--- src/gng_pkg.sv ---
// shared types and constants of the gaussian noise generator
`default_nettype none
package gng_pkg;

  localparam int unsigned SAMPLE_WIDTH     = 16;
  localparam int unsigned SAMPLE_FRAC_BITS = 12;
  localparam int unsigned RND_SHIFT        = 50 - SAMPLE_FRAC_BITS;

  localparam logic [14:0] MULT      = 15'd16807;
  localparam logic [30:0] MODULUS   = 31'h7FFF_FFFF;
  localparam logic [30:0] SEED_MASK = 31'd123459876;
  localparam logic [30:0] TWO_LN2   = 31'd1488522236;
  localparam logic [30:0] PI_Q29    = 31'd1686629713;
  localparam logic [30:0] ONE_Q30   = 31'h4000_0000;

  localparam logic [1:0] OP_LOAD    = 2'd0;
  localparam logic [1:0] OP_UNIFORM = 2'd1;
  localparam logic [1:0] OP_GAUSS   = 2'd2;
  localparam logic [1:0] OP_UNUSED  = 2'd3;

  localparam logic KIND_UNIFORM = 1'b0;
  localparam logic KIND_GAUSS   = 1'b1;

  localparam int unsigned CMDQ_DEPTH = 4;
  localparam int unsigned CMDQ_AW    = 2;

  typedef struct packed {
    logic [1:0]  opcode;
    logic [30:0] seed_value;
  } cmd_t;

  typedef struct packed {
    logic                    result_kind;
    logic [30:0]             uniform_value;
    logic [SAMPLE_WIDTH-1:0] gaussian_sample;
  } result_t;

endpackage
`default_nettype wire

--- src/gng_front.sv ---
// command queue: accepts input transactions and drops unused opcodes
`default_nettype none
module gng_front import gng_pkg::*; (
  input  wire logic        clk_i,
  input  wire logic        rst_ni,
  input  wire logic        push,
  input  wire logic [1:0]  opcode_i,
  input  wire logic [30:0] seed_value_i,
  output logic             full,
  output logic             cmd_valid_o,
  output cmd_t             cmd_o,
  input  wire logic        cmd_pop_i
);

  cmd_t                 mem_q [CMDQ_DEPTH];
  logic [CMDQ_AW-1:0]   wptr_q, rptr_q;
  logic [CMDQ_AW:0]     cnt_q;
  logic                 wr, rd;

  assign full        = (cnt_q == (CMDQ_AW+1)'(CMDQ_DEPTH));
  assign cmd_valid_o = (cnt_q != '0);
  assign cmd_o       = mem_q[rptr_q];

  // unused opcode is taken but never stored
  assign wr = push && !full && (opcode_i == OP_LOAD || opcode_i == OP_UNIFORM ||
                                opcode_i == OP_GAUSS);
  assign rd = cmd_pop_i && cmd_valid_o;

  always_ff @(posedge clk_i or negedge rst_ni) begin
    if (!rst_ni) begin
      wptr_q <= '0;
      rptr_q <= '0;
      cnt_q  <= '0;
    end else begin
      if (wr) wptr_q <= wptr_q + 1'b1;
      if (rd) rptr_q <= rptr_q + 1'b1;
      if (wr && !rd) cnt_q <= cnt_q + 1'b1;
      else if (!wr && rd) cnt_q <= cnt_q - 1'b1;
    end
  end

  always_ff @(posedge clk_i) begin
    if (wr) mem_q[wptr_q] <= '{opcode: opcode_i, seed_value: seed_value_i};
  end

endmodule
`default_nettype wire

--- src/gng_outq.sv ---
// two-entry result queue
`default_nettype none
module gng_outq import gng_pkg::*; (
  input  wire logic    clk_i,
  input  wire logic    rst_ni,
  input  wire logic    res_push_i,
  input  result_t      res_i,
  output logic         res_full_o,
  output logic         empty,
  input  wire logic    pop,
  output result_t      res_o
);

  result_t    mem_q [2];
  logic       wptr_q, rptr_q;
  logic [1:0] cnt_q;
  logic       wr, rd;

  assign res_full_o = (cnt_q == 2'd2);
  assign empty      = (cnt_q == 2'd0);
  assign res_o      = mem_q[rptr_q];
  assign wr         = res_push_i && !res_full_o;
  assign rd         = pop && !empty;

  always_ff @(posedge clk_i or negedge rst_ni) begin
    if (!rst_ni) begin
      wptr_q <= 1'b0;
      rptr_q <= 1'b0;
      cnt_q  <= 2'd0;
    end else begin
      if (wr) wptr_q <= ~wptr_q;
      if (rd) rptr_q <= ~rptr_q;
      if (wr && !rd) cnt_q <= cnt_q + 2'd1;
      else if (!wr && rd) cnt_q <= cnt_q - 2'd1;
    end
  end

  always_ff @(posedge clk_i) begin
    if (wr) mem_q[wptr_q] <= res_i;
  end

endmodule
`default_nettype wire

--- src/gng_back.sv ---
// sequencer: uniform source, fixed-point log, sin/cos on one multiplier; serial sqrt
`default_nettype none
module gng_back import gng_pkg::*; (
  input  wire logic clk_i,
  input  wire logic rst_ni,
  input  wire logic cmd_valid_i,
  input  cmd_t      cmd_i,
  output logic      cmd_pop_o,
  output logic      res_push_o,
  output result_t   res_o,
  input  wire logic res_full_i
);

  typedef enum logic [4:0] {
    S_IDLE, S_UMUL, S_UFOLD, S_NORM, S_LSQ, S_LFOLD, S_LSUB, S_LMUL,
    S_SQINIT, S_SQRT, S_AMUL, S_QMUL, S_QSET, S_HMUL, S_DMUL, S_DFIX,
    S_SMUL, S_SSET, S_OCMUL, S_OCSET, S_OSMUL, S_OSSET
  } state_e;

  function automatic logic [6:0] div_const(input logic [2:0] k);
    logic [6:0] c;
    case (k)
      3'd0:    c = 7'd72;
      3'd1:    c = 7'd42;
      3'd2:    c = 7'd20;
      3'd3:    c = 7'd6;
      3'd4:    c = 7'd56;
      3'd5:    c = 7'd30;
      3'd6:    c = 7'd12;
      default: c = 7'd2;
    endcase
    return c;
  endfunction

  // floor(2^31 / divisor)
  function automatic logic [30:0] div_recip(input logic [2:0] k);
    logic [30:0] r;
    case (k)
      3'd0:    r = 31'd29826161;
      3'd1:    r = 31'd51130563;
      3'd2:    r = 31'd107374182;
      3'd3:    r = 31'd357913941;
      3'd4:    r = 31'd38347922;
      3'd5:    r = 31'd71582788;
      3'd6:    r = 31'd178956970;
      default: r = 31'd1073741824;
    endcase
    return r;
  endfunction

  function automatic logic [SAMPLE_WIDTH-1:0] make_sample(input logic [63:0] p,
      input logic inf, input logic zero, input logic neg);
    logic [63:0]             r;
    logic [63:0]             maxp;
    logic [SAMPLE_WIDTH-1:0] smax, smin, y;
    r    = (p + (64'd1 << (RND_SHIFT - 1))) >> RND_SHIFT;
    maxp = (64'd1 << (SAMPLE_WIDTH - 1)) - 64'd1;
    smax = {1'b0, {(SAMPLE_WIDTH-1){1'b1}}};
    smin = {1'b1, {(SAMPLE_WIDTH-1){1'b0}}};
    if (zero) y = '0;
    else if (inf) y = neg ? smin : smax;
    else if (neg) y = (r > maxp + 64'd1) ? smin : SAMPLE_WIDTH'(~r + 64'd1);
    else y = (r > maxp) ? smax : r[SAMPLE_WIDTH-1:0];
    return y;
  endfunction

  state_e                  state_q, state_d;
  logic [30:0]             seed_q, seed_d;
  logic                    pend_q, pend_d;
  logic [SAMPLE_WIDTH-1:0] cache_q, cache_d;
  logic                    kind_q, kind_d;
  logic                    gsec_q, gsec_d;
  logic [30:0]             x1_q, x1_d, x2_q, x2_d;
  logic [30:0]             m_q, m_d;
  logic [4:0]              e_q, e_d, it_q, it_d;
  logic [23:0]             frac_q, frac_d;
  logic [29:0]             l_q, l_d;
  logic [45:0]             v_q, v_d, r_q, r_d, bit_q, bit_d;
  logic [30:0]             th_q, th_d, qv_q, qv_d, t_q, t_d, dv_q, dv_d;
  logic [30:0]             s_q, s_d, c_q, c_d;
  logic [2:0]              hs_q, hs_d;
  logic [SAMPLE_WIDTH-1:0] wc_q, wc_d;
  logic [63:0]             prod_q;

  logic [31:0] mul_a, mul_b;
  logic [63:0] mul_p;
  logic [31:0] usum;
  logic [30:0] ux;
  logic [31:0] mm;
  logic [45:0] rb;
  logic [2:0]  oct;
  logic [28:0] ang;
  logic [30:0] cm, sm, dsrc, dq;
  logic        cn, sn, inf;
  logic [37:0] dc, rem;
  logic [30:0] quo;

  assign mul_p = 64'(mul_a) * 64'(mul_b);

  assign usum = {1'b0, prod_q[30:0]} + {17'd0, prod_q[45:31]};
  assign ux   = (usum >= {1'b0, MODULUS}) ? 31'(usum - {1'b0, MODULUS}) : usum[30:0];
  assign mm   = prod_q[61:30];
  assign rb   = r_q + bit_q;
  assign oct  = x2_q[30:28];
  assign ang  = oct[0] ? (29'd1 << 28) - {1'b0, x2_q[27:0]} : {1'b0, x2_q[27:0]};
  assign cm   = (oct[0] ^ oct[1]) ? s_q : c_q;
  assign sm   = (oct[0] ^ oct[1]) ? c_q : s_q;
  assign cn   = oct[2] ^ oct[1];
  assign sn   = oct[2];
  assign inf  = (x1_q == '0);
  assign dsrc = (hs_q == 3'd0 || hs_q == 3'd4) ? qv_q : prod_q[60:30];
  assign dq   = prod_q[61:31];
  assign dc   = 38'(dq) * 38'(div_const(hs_q));
  assign rem  = 38'(dv_q) - dc;
  assign quo  = (rem >= 38'(div_const(hs_q))) ? dq + 31'd1 : dq;

  always_comb begin
    state_d = state_q; seed_d = seed_q; pend_d = pend_q; cache_d = cache_q;
    kind_d = kind_q; gsec_d = gsec_q; x1_d = x1_q; x2_d = x2_q; m_d = m_q;
    e_d = e_q; it_d = it_q; frac_d = frac_q; l_d = l_q; v_d = v_q; r_d = r_q;
    bit_d = bit_q; th_d = th_q; qv_d = qv_q; t_d = t_q; dv_d = dv_q; s_d = s_q;
    c_d = c_q; hs_d = hs_q; wc_d = wc_q;
    mul_a = '0; mul_b = '0;
    cmd_pop_o = 1'b0; res_push_o = 1'b0;
    res_o = '{result_kind: KIND_UNIFORM, uniform_value: '0, gaussian_sample: '0};
    case (state_q)
      S_IDLE: begin
        // a command is taken only with room for its result
        if (cmd_valid_i && !res_full_i) begin
          cmd_pop_o = 1'b1;
          case (cmd_i.opcode)
            OP_LOAD: seed_d = cmd_i.seed_value;
            OP_UNIFORM: begin
              kind_d  = KIND_UNIFORM;
              state_d = S_UMUL;
            end
            OP_GAUSS: begin
              if (pend_q) begin
                res_push_o = 1'b1;
                res_o = '{result_kind: KIND_GAUSS, uniform_value: '0,
                          gaussian_sample: cache_q};
                pend_d = 1'b0;
              end else begin
                kind_d  = KIND_GAUSS;
                gsec_d  = 1'b0;
                state_d = S_UMUL;
              end
            end
            default: ;
          endcase
        end
      end
      S_UMUL: begin
        mul_a   = {1'b0, seed_q ^ SEED_MASK};
        mul_b   = 32'(MULT);
        state_d = S_UFOLD;
      end
      S_UFOLD: begin
        seed_d = ux ^ SEED_MASK;
        if (kind_q == KIND_UNIFORM) begin
          res_push_o = 1'b1;
          res_o = '{result_kind: KIND_UNIFORM, uniform_value: ux, gaussian_sample: '0};
          state_d = S_IDLE;
        end else if (!gsec_q) begin
          x1_d    = ux;
          gsec_d  = 1'b1;
          state_d = S_UMUL;
        end else begin
          x2_d    = ux;
          m_d     = x1_q;
          e_d     = 5'd30;
          state_d = (x1_q == '0) ? S_AMUL : S_NORM;
        end
      end
      S_NORM: begin
        if (m_q[30]) begin
          it_d    = '0;
          frac_d  = '0;
          state_d = S_LSQ;
        end else begin
          m_d = {m_q[29:0], 1'b0};
          e_d = e_q - 5'd1;
        end
      end
      S_LSQ: begin
        mul_a   = {1'b0, m_q};
        mul_b   = {1'b0, m_q};
        state_d = S_LFOLD;
      end
      S_LFOLD: begin
        frac_d  = {frac_q[22:0], mm[31]};
        m_d     = mm[31] ? mm[31:1] : mm[30:0];
        it_d    = it_q + 5'd1;
        state_d = (it_q == 5'd23) ? S_LSUB : S_LSQ;
      end
      S_LSUB: begin
        l_d     = 30'(31 << 24) - (30'({e_q, 24'd0}) + 30'(frac_q));
        state_d = S_LMUL;
      end
      S_LMUL: begin
        mul_a   = 32'(l_q);
        mul_b   = 32'(TWO_LN2);
        state_d = S_SQINIT;
      end
      S_SQINIT: begin
        v_d     = {prod_q[59:30], 16'd0};
        r_d     = '0;
        bit_d   = 46'd1 << 44;
        state_d = S_SQRT;
      end
      S_SQRT: begin
        if (v_q >= rb) begin
          v_d = v_q - rb;
          r_d = (r_q >> 1) + bit_q;
        end else begin
          r_d = r_q >> 1;
        end
        bit_d = bit_q >> 2;
        if (bit_q[0]) state_d = S_AMUL;
      end
      S_AMUL: begin
        mul_a   = 32'(ang);
        mul_b   = 32'(PI_Q29);
        state_d = S_QMUL;
      end
      S_QMUL: begin
        th_d    = prod_q[59:29];
        mul_a   = {1'b0, prod_q[59:29]};
        mul_b   = {1'b0, prod_q[59:29]};
        state_d = S_QSET;
      end
      S_QSET: begin
        qv_d    = prod_q[60:30];
        hs_d    = 3'd0;
        state_d = S_DMUL;
      end
      S_HMUL: begin
        mul_a   = {1'b0, qv_q};
        mul_b   = {1'b0, t_q};
        state_d = S_DMUL;
      end
      S_DMUL: begin
        dv_d    = dsrc;
        mul_a   = {1'b0, dsrc};
        mul_b   = {1'b0, div_recip(hs_q)};
        state_d = S_DFIX;
      end
      S_DFIX: begin
        t_d = ONE_Q30 - quo;
        if (hs_q == 3'd3) begin
          state_d = S_SMUL;
        end else if (hs_q == 3'd7) begin
          c_d     = ONE_Q30 - quo;
          state_d = S_OCMUL;
        end else begin
          hs_d    = hs_q + 3'd1;
          state_d = (hs_q == 3'd4) ? S_HMUL : S_HMUL;
        end
      end
      S_SMUL: begin
        mul_a   = {1'b0, th_q};
        mul_b   = {1'b0, t_q};
        state_d = S_SSET;
      end
      S_SSET: begin
        s_d     = prod_q[60:30];
        hs_d    = 3'd4;
        state_d = S_DMUL;
      end
      S_OCMUL: begin
        mul_a   = 32'(r_q[22:0]);
        mul_b   = {1'b0, cm};
        state_d = S_OCSET;
      end
      S_OCSET: begin
        wc_d    = make_sample(prod_q, inf, cm == '0, cn);
        state_d = S_OSMUL;
      end
      S_OSMUL: begin
        mul_a   = 32'(r_q[22:0]);
        mul_b   = {1'b0, sm};
        state_d = S_OSSET;
      end
      S_OSSET: begin
        cache_d    = make_sample(prod_q, inf, sm == '0, sn);
        pend_d     = 1'b1;
        res_push_o = 1'b1;
        res_o = '{result_kind: KIND_GAUSS, uniform_value: '0, gaussian_sample: wc_q};
        state_d    = S_IDLE;
      end
      default: state_d = S_IDLE;
    endcase
  end

  always_ff @(posedge clk_i or negedge rst_ni) begin
    if (!rst_ni) begin
      state_q <= S_IDLE;
      seed_q  <= 31'd1;
      pend_q  <= 1'b0;
      cache_q <= '0;
    end else begin
      state_q <= state_d;
      seed_q  <= seed_d;
      pend_q  <= pend_d;
      cache_q <= cache_d;
    end
  end

  always_ff @(posedge clk_i) begin
    kind_q <= kind_d; gsec_q <= gsec_d; x1_q <= x1_d; x2_q <= x2_d; m_q <= m_d;
    e_q <= e_d; it_q <= it_d; frac_q <= frac_d; l_q <= l_d; v_q <= v_d; r_q <= r_d;
    bit_q <= bit_d; th_q <= th_d; qv_q <= qv_d; t_q <= t_d; dv_q <= dv_d;
    s_q <= s_d; c_q <= c_d; hs_q <= hs_d; wc_q <= wc_d;
    prod_q <= mul_p;
  end

endmodule
`default_nettype wire

--- src/gaussian_noise_generator.sv ---
// top level of the gaussian noise generator
// input channel: push / full, an input transaction is taken at a clock edge with push high
//   and full low; opcode_i selects load seed, uniform draw or gaussian draw
// result channel: empty / pop, the oldest result sits on the result ports while empty is
//   low and leaves at an edge with pop high; a load seed or unused opcode gives no result
// a four-entry command queue decouples the input side from the sequencer, and a
//   two-entry result queue decouples the sequencer from the receiver
// a gaussian draw that computes a new pair runs two seed steps, a normalize, 24 squaring
//   passes for the log and a bit-serial square root (these three skipped when the first
//   uniform is zero), then angle, sin/cos series and scaling, all sharing one 32 x 32
//   multiplier; the next gaussian draw returns the cached sample
// one command is executed at a time, so throughput is set by the sequencer
// reset: seed is 1, no sample cached, both queues empty
// when the receiver stalls, the result queue fills, the sequencer holds, and the
//   command queue fills until full rises
`default_nettype none
module gaussian_noise_generator import gng_pkg::*; (
  input  wire logic                    clk_i,
  input  wire logic                    rst_ni,
  input  wire logic                    push,
  output logic                         full,
  input  wire logic [1:0]              opcode_i,
  input  wire logic [30:0]             seed_value_i,
  output logic                         empty,
  input  wire logic                    pop,
  output logic                         result_kind_o,
  output logic [30:0]                  uniform_value_o,
  output logic signed [SAMPLE_WIDTH-1:0] gaussian_sample_o
);

  // command path between front and sequencer
  logic    cmd_valid, cmd_pop;
  cmd_t    cmd;
  // result path between sequencer and result queue
  logic    res_push, res_full;
  result_t res_in, res_out;

  gng_front u_front (
    .clk_i        (clk_i),
    .rst_ni       (rst_ni),
    .push         (push),
    .opcode_i     (opcode_i),
    .seed_value_i (seed_value_i),
    .full         (full),
    .cmd_valid_o  (cmd_valid),
    .cmd_o        (cmd),
    .cmd_pop_i    (cmd_pop)
  );

  gng_back u_back (
    .clk_i       (clk_i),
    .rst_ni      (rst_ni),
    .cmd_valid_i (cmd_valid),
    .cmd_i       (cmd),
    .cmd_pop_o   (cmd_pop),
    .res_push_o  (res_push),
    .res_o       (res_in),
    .res_full_i  (res_full)
  );

  gng_outq u_outq (
    .clk_i      (clk_i),
    .rst_ni     (rst_ni),
    .res_push_i (res_push),
    .res_i      (res_in),
    .res_full_o (res_full),
    .empty      (empty),
    .pop        (pop),
    .res_o      (res_out)
  );

  assign result_kind_o     = res_out.result_kind;
  assign uniform_value_o   = res_out.uniform_value;
  assign gaussian_sample_o = res_out.gaussian_sample;

endmodule
`default_nettype wire

--- config.mk ---
export PLATFORM = sky130hd
export DESIGN_NAME = gaussian_noise_generator
export DESIGN_NICKNAME = d
export VERILOG_FILES = /design/src/gng_pkg.sv /design/src/gng_front.sv /design/src/gng_outq.sv /design/src/gng_back.sv /design/src/gaussian_noise_generator.sv
export SDC_FILE = /design/constraint.sdc
export NUM_CORES = 2
export LEC_CHECK = 0
export ABC_AREA = 1
export BUFFER_PORTS_ARGS = -buffer_cell sky130_fd_sc_hd__buf_2
export CAP_MARGIN = 15
export CELL_PAD_IN_SITES_DETAIL_PLACEMENT = 1
export CELL_PAD_IN_SITES_GLOBAL_PLACEMENT = 2
export CORE_ASPECT_RATIO = 1.1
export CORE_MARGIN = 2
export CORE_UTILIZATION = 41
export CTS_CLUSTER_DIAMETER = 200
export DETAILED_ROUTE_END_ITERATION = 8
export HOLD_SLACK_MARGIN = 0.03
export PLACE_DENSITY_LB_ADDON = 0.1
export SYNTH_ARGS = -nofsm -noshare
export SYNTH_HDL_FRONTEND = slang
export SYNTH_SLANG_ARGS = --single-unit
--- constraint.sdc ---
create_clock -name clk_i -period 11.3 [get_ports clk_i]
set_input_delay 2.26 -clock clk_i [delete_from_list [all_inputs] [get_ports clk_i]]
set_output_delay 2.26 -clock clk_i [all_outputs]
set_load 0.1 [all_outputs]
==> results.json <==
{
  "synth.top_cell.area_share": 0.246,
  "area_delta_synth_final_pct": 9.64,
  "crit_path_max_fanout": 44,
  "post-route-min-period_ps": 10980,
  "clock_path_buffers": 3,
  "numCtsBuffers": 99,
  "crit_top_cell": "fa_1",
  "synth_area_um2": 86200,
  "die_x_um": 441,
  "gr-total-overflow": 0,
  "synth_nets": 12000,
  "relSlewSlack": 0.0649,
  "slew_violations": 0,
  "finalSetupViolCount": 0,
  "cp-end-kind": "flop",
  "place_hpwl_mm": 294,
  "portBuffers": 86,
  "grt_usage": 0.344,
  "fmax_mhz": 91.1,
  "period_share": 0.971,
  "outcome": "finished clean",
  "fin_cells": 13400,
  "cts.sinks": 833,
  "place_congestion": 0.993,
  "grt_max_degree": 75,
  "hp-class": "reg -> reg",
  "first_global_vias": 79300,
  "drt_wl_total_mm": 368,
  "synth.ff_latch_count": 833,
  "synthArstFlopShare": 0.0768,
  "die_h_um": 485,
  "netlist_top_cells_area": "edfxtp_1 (25%), fa_1 (23%), nand2_1 (10%)",
  "met3_usage": 0.0518,
  "synthDistinctLibCells": 76,
  "avgViaCountPerCell": 5.56,
  "power_density_nw_per_um2": 304,
  "skew_ps": 100,
  "dp_cells": 13200,
  "first_pass_iters": 5,
  "nets": 12100,
  "io_pins": 87,
  "postSynthCellCount": 10500,
  "clk_pin_slew_ps": 60,
  "initial_core_util": 0.413,
  "crit_path_start_kind": "flop",
  "core_area_um2": 209000,
  "use_met2": 0.561,
  "worstPathArrival_ps": 11560,
  "synth.avg_cell_area_um2": 8.24,
  "drt-initial-drc-count": 6269,
  "grt_pass1_wl_mm": 538,
  "crit_path_max_incr_delay_ps": 970,
  "grt_util_met1": 0.456,
  "rows": 176,
  "worst_pin_slew_ps": 1390,
  "cpMaxStageDelayCell": "nor3_1",
  "synth_ff_type": "edfxtp_1",
  "antenna_left": 0,
  "synth_top_area_cell": "edfxtp_1",
  "drive_gt1_frac": 0.0675,
  "maxCapViolCount": 0,
  "h-tree-depth": 3,
  "synth-edff-count": 707,
  "cts_tree": "done",
  "yosys_warnings": 0,
  "route.detailed.drc": 0,
  "clkLatencyLatePin_ps": 800,
  "vdd_drop_max_uv": 253,
  "p_total_uw": 28800,
  "rsz0062_at_grt": "yes",
  "crit_type": "reg -> reg",
  "cp.required_ps": 11880,
  "ys_seq_area_frac": 0.279,
  "hold_violations": 0,
  "die_area_um2": 214000,
  "wl_per_cell_um": 27.5,
  "leakagePower_uw": 0.0448,
  "root_buffer": "clkbuf_16",
  "vias": 74400,
  "antenna_found_initial": 30,
  "grt_busiest_layer": "met2"
}
## cells in the final DEF, fill, tap and decap left out, drive strengths merged, types with 26 or more instances in the layout
| cell | instances |
|---|---|
| a21oi | 431 |
| a221oi | 40 |
| a31oi | 54 |
| buf | 333 |
| clkbuf | 125 |
| clkinv | 52 |
| dfrtp | 63 |
| dfxtp | 62 |
| edfxtp | 707 |
| fa | 987 |
| ha | 501 |
| inv | 2028 |
| nand2 | 2395 |
| nand3 | 318 |
| nand4 | 81 |
| nor2 | 1184 |
| nor3 | 115 |
| nor4 | 55 |
| o21ai | 473 |
| o221ai | 26 |
| xnor2 | 85 |
| xor2 | 212 |
## cell usage after synthesis (42+ instances only)
| cell type | count |
|---|---|
| inv_1 | 1986 |
| edfxtp_1 | 707 |
| nand4_1 | 81 |
| nor3_1 | 105 |
| xor2_1 | 210 |
| inv_2 | 42 |
| fa_1 | 987 |
| xnor2_1 | 85 |
| o21ai_0 | 452 |
| ha_1 | 501 |
| nor2_1 | 1148 |
| a21oi_1 | 429 |
| nand3_1 | 311 |
| dfrtp_1 | 63 |
| nor4_1 | 45 |
| a31oi_1 | 54 |
| nand2_1 | 2372 |
| dfxtp_1 | 62 |
| clkbuf_1 | 284 |
## final cells by class
class | instances | area, µm²
clock buffer | 124 | 2700
tap | 2759 | 3450
antenna | 11 | 27.5
multi-input combinational | 7217 | 53300
inverter | 2045 | 7700
sequential | 833 | 24100
timing repair buffer | 334 | 2400
fill | 24900 | 114000
clock inverter | 64 | 873
## per-stage QoR
| step | utilization | instance area [µm²] | hold slack [ps] | worst slack (ps) | setup TNS, ps |
|---|---|---|---|---|---|
| 2_1_floorplan | - | 86200 | 424 | 1840 | 0 |
| 3_3_place_gp | 0.435 | 90800 | 439 | -64.1 | -64.1 |
| 3_5_place_dp | 0.435 | 90800 | 441 | 53.8 | 0 |
| 4_1_cts | 0.452 | 94400 | 456 | 143 | 0 |
| 5_1_grt | 0.452 | 94500 | 465 | -20.4 | -20.4 |
| 6_report | 0.452 | 94500 | 455 | 323 | 0 |
## report_power, final
group / total [µW] / internal (µW) / switching, µW
clock network: 3540 / 2040 / 1490
registers: 4520 / 4110 / 417
logic: 20700 / 6070 / 14600
total: 28800 / 12200 / 16600
## critical path, delay by kind of cell (launching register included)
family / cells / cell delay [ps]
adder cells (fa/ha/maj): 9 / 4230
AND/OR/NAND/NOR: 10 / 2590
buffers and inverters: 9 / 1910
AO/OA/AOI/OAI: 7 / 1390
flip-flops: 1 / 440
XOR/XNOR: 1 / 160
## per-layer routing
metal / routed length [µm] / vias to the layer above
met5: 119 / -
met2: 173000 / 2644
li1: - / 33000
met4: 17700 / 18
met1: 153000 / 38100
met3: 24800 / 650
## registers in the layout (all words and copies together) (netlist names), 16 cells and up
signal	cells
u_back.bit_q	23
u_back.prod_q	62
u_back.dv_q	31
u_back.m_q	31
u_back.c_q	31
u_outq.mem_q	96
u_front.mem_q	132
u_back.th_q	31
u_back.qv_q	31
u_back.t_q	31
u_back.cache_q	16
u_back.frac_q	24
u_back.v_q	46
u_back.x1_q	31
u_back.x2_q	31
u_back.r_q	46
u_back.seed_q	31
u_back.l_q	30
u_back.wc_q	16
u_back.s_q	31
## what timing repair did
action	4_1_cts	5_1_grt
setup endpoints to repair	1	13
gates resized for setup	1	14
pin swaps	0	1
setup buffers	2	0
cloned	0	0
hold buffers	0	0
## cell families after synthesis
logic type	synth area share
buf+inv	0.107
compound gates	0.0812
fa+ha+maj	0.302
mux	0.000363
xor+xnor	0.0303
flops	0.279
simple gates	0.200
## worst paths after layout
path | startpoint | endpoint | slack [ps] | cells past startpoint
min reg2reg | u_back.frac_q[0] | u_back.l_q[0] | 460 | 0
min in group asynchronous | rst_ni | u_front.cnt_q[2] | 1630 | 1
min | u_back.frac_q[0] | u_back.l_q[0] | 460 | 0
max reg2reg | u_back.x2_q[28] | u_back.prod_q[61] | 320 | 36
max in group asynchronous | rst_ni | u_back.cache_q[10] | 8990 | 1
max | u_back.x2_q[28] | u_back.prod_q[61] | 320 | 36
Note: power is estimated with default switching activity, not from simulation.
